`src/sv/cre_ram.sv`:
```
`timescale 1ns / 1ps
`default_nettype none
// ----------------------------------------------------------------------------
// cre_ram: generic single-write, single-read RAM
// One write port, one read port with registered read data.
// ----------------------------------------------------------------------------
module cre_ram #(
  parameter int unsigned WIDTH = 64,
  parameter int unsigned DEPTH = 16
) (
  input  wire logic                     clk,
  input  wire logic                     wr_en,
  input  wire logic [$clog2(DEPTH)-1:0] wr_addr,
  input  wire logic [WIDTH-1:0]         wr_data,
  input  wire logic [$clog2(DEPTH)-1:0] rd_addr,
  output      logic [WIDTH-1:0]         rd_data
);

  logic [WIDTH-1:0] mem [DEPTH];

  // Write port
  always_ff @(posedge clk) begin
    if (wr_en) begin
      mem[wr_addr] <= wr_data;
    end
  end

  // Registered read
  always_ff @(posedge clk) begin
    rd_data <= mem[rd_addr];
  end

endmodule
`default_nettype wire

```
`config.mk`:
```
export PLATFORM = sky130hd
export DESIGN_NAME = cre_ram
export DESIGN_NICKNAME = d
export VERILOG_FILES = /design/src/sv/cre_ram.sv
export SDC_FILE = /design/constraint.sdc
export NUM_CORES = 1
export LEC_CHECK = 0
export BUFFER_PORTS_ARGS = -buffer_cell sky130_fd_sc_hd__buf_4
export CELL_PAD_IN_SITES_DETAIL_PLACEMENT = 1
export CELL_PAD_IN_SITES_GLOBAL_PLACEMENT = 1
export CORE_AREA = 2 2 263 265
export CTS_CLUSTER_SIZE = 40
export DETAILED_ROUTE_END_ITERATION = 6
export DIE_AREA = 0 0 265 267
export GPL_ROUTABILITY_DRIVEN = 0
export PLACE_DENSITY = 0.8
export SYNTH_ARGS = -nofsm -noshare
export SYNTH_HDL_FRONTEND = slang
export SYNTH_SLANG_ARGS = --single-unit
```
`constraint.sdc`:
```
create_clock -name clk -period 16.05 [get_ports clk]
set_input_delay 0.8025 -clock clk [delete_from_list [all_inputs] [get_ports clk]]
set_output_delay 0.8025 -clock clk [all_outputs]
set_load 0.05 [all_outputs]
```
==> impl_metrics.csv <==
group,metric,value,unit
run_status,status,"finished, final reports clean",
setup_path,critPathSlowestCell,"buf_4",
setup_path,start_kind,"input port",
die,die_w,265,um
finish,final_cells,2816,
sta,max_slew_margin,20.64,%
setup_path,rrSetupSlack,14.59,ns
clock_tree,cts_buffer_depth,3,
setup_path,cp-end-kind,"flip-flop",
flow_run,drv_cap,0,
finish,final_core_util,66.53,%
routing,drt_pass1_iterations,5,
routing,drt-vias-per-instance,6.568,
setup_path,crit_fanout,83,
clock_tree,post_cts_buffers,0,
placed_design,dp_cells,2617,
die,fp-row-count,96,
routing,drc_errors,0,
clock_tree,htreeDepth,3,
setup_path,r2r_start,"mem[11][46]$_DFFE_PP_",
clock_tree,clockRootBuffer,"clkbuf_16",
synthesis,postSynthCellCount,1647,
sta,period_share,23.43,%
finish,nets,1917,
synthesis,syn-num-nets,1721,
sta,setup_viol,0,
synthesis,syn_avg_cell_area,24.03,um^2
setup_path,crit_chain,"buf_8 > buf_4 > buf_4 > mux4_2 > a22oi_1 > nand2_1",
clock_tree,cts_hold_buf,0,
routing,dr_total_vias,18500,
die,initial_core_util,58.22,%
clock_tree,clkTransAtPathRegs,0.06,ns
power,power_density,134.7,nW/um^2
finish,final_common_cell,"edfxtp_1",
die,die_h,267,um
sta,fin_setup_tns,0,ns
clock_tree,cts.sinks,1088,
clock_tree,numCtsBuffers,106,
global_routing,grt_pass1_vias,20430,
finish,syn_to_final_growth,14.27,%
setup_path,crit_buf_inv,3,
sta,post-route-min-period,3.761,ns
global_routing,grt_first_pass_wirelength,137.7,mm
synthesis,synthesis.area,39580,um^2
sta,rsz0062_at_grt,"no",
setup_path,crit_top_cell,"buf_4",
power,ir_drop,0.09656,mV
routing,wl,94.58,mm
die,die_area,70760,um^2
routing,drt_iter0_drc,2370,
min_path,holdPathEnd,"mem[12][12]$_DFFE_PP_",
sta,drv_slew,0,
sta,hold_ws,0.4344,ns
finish,layout-drive-gt1-share,31.33,%
clock_tree,post_cts_resized,0,
setup_path,cpPeakStageDelay,0.84,ns
die,core-area,67990,um^2
sta,worst-slew-pin-transition,1.190,ns
placed_design,dp_hpwl,45.23,mm
clock_tree,clk_latency,0.67,ns
global_routing,antenna_found_initial,6,
setup_path,crit_type,"input port to flip-flop",
synthesis,ys_ff_latch,1088,
sta,fin_skew,0.01947,ns
routing,ant_nets,0,
placed_design,io_buffers,137,
global_routing,overflow,0,
power,p_leak,14.60,nW
setup_path,critPathArrivalTime,4.29,ns
finish,final_area,45230,um^2
sta,fmax,0.2659,GHz
routing,wire_per_inst,33.59,um
die,pin_count,138,
setup_path,r2r-end,"rd_data[46]$_DFF_P_",
min_path,min_path_type,"input port to flip-flop",
setup_path,crit_family,"buffers and inverters",
min_path,min-delay-start,"wr_data[12]",
placed_design,placed_cell_area,41690,um^2
global_routing,grt_max_degree,151,
clock_tree,cts_tree,"done",
synthesis,yosysWarnings,0,
setup_path,worst-endpoint-required,16.58,ns
synthesis,synthDistinctLibCells,18,
min_path,whs_path_depth,1,
setup_path,rr_worst_depth,3,
sta,hold_viol,0,
finish,most-common-layout-cells,"edfxtp_1, mux4_2, buf_4",
global_routing,grtUsageTotal,27.47,%
synthesis,yosysSeqAreaShare,80.92,%
[worst max path at each step]
stage / end / cells after the start / start
3_5_place_dp: rd_data[45]$_DFF_P_ / 6 / rd_addr[0]
4_1_cts: rd_data[32]$_DFF_P_ / 6 / rd_addr[0]
3_3_place_gp: rd_data[34]$_DFF_P_ / 6 / rd_addr[0]
2_1_floorplan: mem[0][0]$_DFFE_PP_ / 2 / wr_addr[2]
6_report: rd_data[32]$_DFF_P_ / 6 / rd_addr[0]
5_1_grt: rd_data[32]$_DFF_P_ / 6 / rd_addr[0]
[area by class of cell]
class	count	area, um^2
Sequential cell	1088	32030
Fill cell	5266	22760
Multi-Input combinational cell	475	7234
Clock buffer	140	2914
Timing Repair Buffer	172	1319
Tap cell	882	1104
Clock inverter	56	620.6
Antenna cell	3	7.507
[logic make-up (layout without fill, tap and decap cells)]
logic type | count (synthesis) | in the layout | synth area share, %
multiplexers | 256 | 256 | 14.57
buffers and inverters | 84 | 368 | 1.141
flip-flops | 1088 | 1088 | 80.92
other | 0 | 3 | 0
AO/OA/AOI/OAI | 128 | 128 | 2.428
AND/OR/NAND/NOR | 91 | 91 | 0.9420
[power breakdown]
part           internal [mW]  switching [mW]  total [mW]  leakage [nW]
clock                   1.50            1.04        2.53          1.74
combinational          0.126           0.227       0.352          3.06
sequential              3.18          0.0278        3.20          9.79
total                   4.80            1.29        6.09          14.6
[routing by layer]
layer	vias to the layer above	global-route usage, %	wire length [um]
met1	9893	37.08	35830
met4	6	10.09	2660
met2	965	45.19	47840
li1	7440	-	-
met3	191	5.526	8221
met5	-	0	32
[flip-flops by register name, summed over array words and instances (netlist names)]
name,flops
mem,1024
rd_data,64
[cells in the mapped netlist, drive strengths merged]
cell    number  area, um^2
a22oi      128       960.9
nor3         4       20.02
nor2        13       48.80
or3b         1       8.760
and2         1       6.260
buf         48       316.5
clkbuf      36       135.1
mux4       256        5766
nand2       65       244.0
nor2b        2       12.51
nand3        1       5.000
nand3b       2       15.01
dfxtp       64        1281
nand2b       2       12.51
edfxtp    1024       30750
[metrics by stage]
stage	setup slack [ns]	total power, mW
after floorplan	9.819	3.471
after global placement	11.68	3.595
after global routing	11.87	6.232
after CTS	12.22	6.125
final	12.29	6.092
after detailed placement	11.56	3.615
Note: power is estimated with default switching activity, not from simulation.
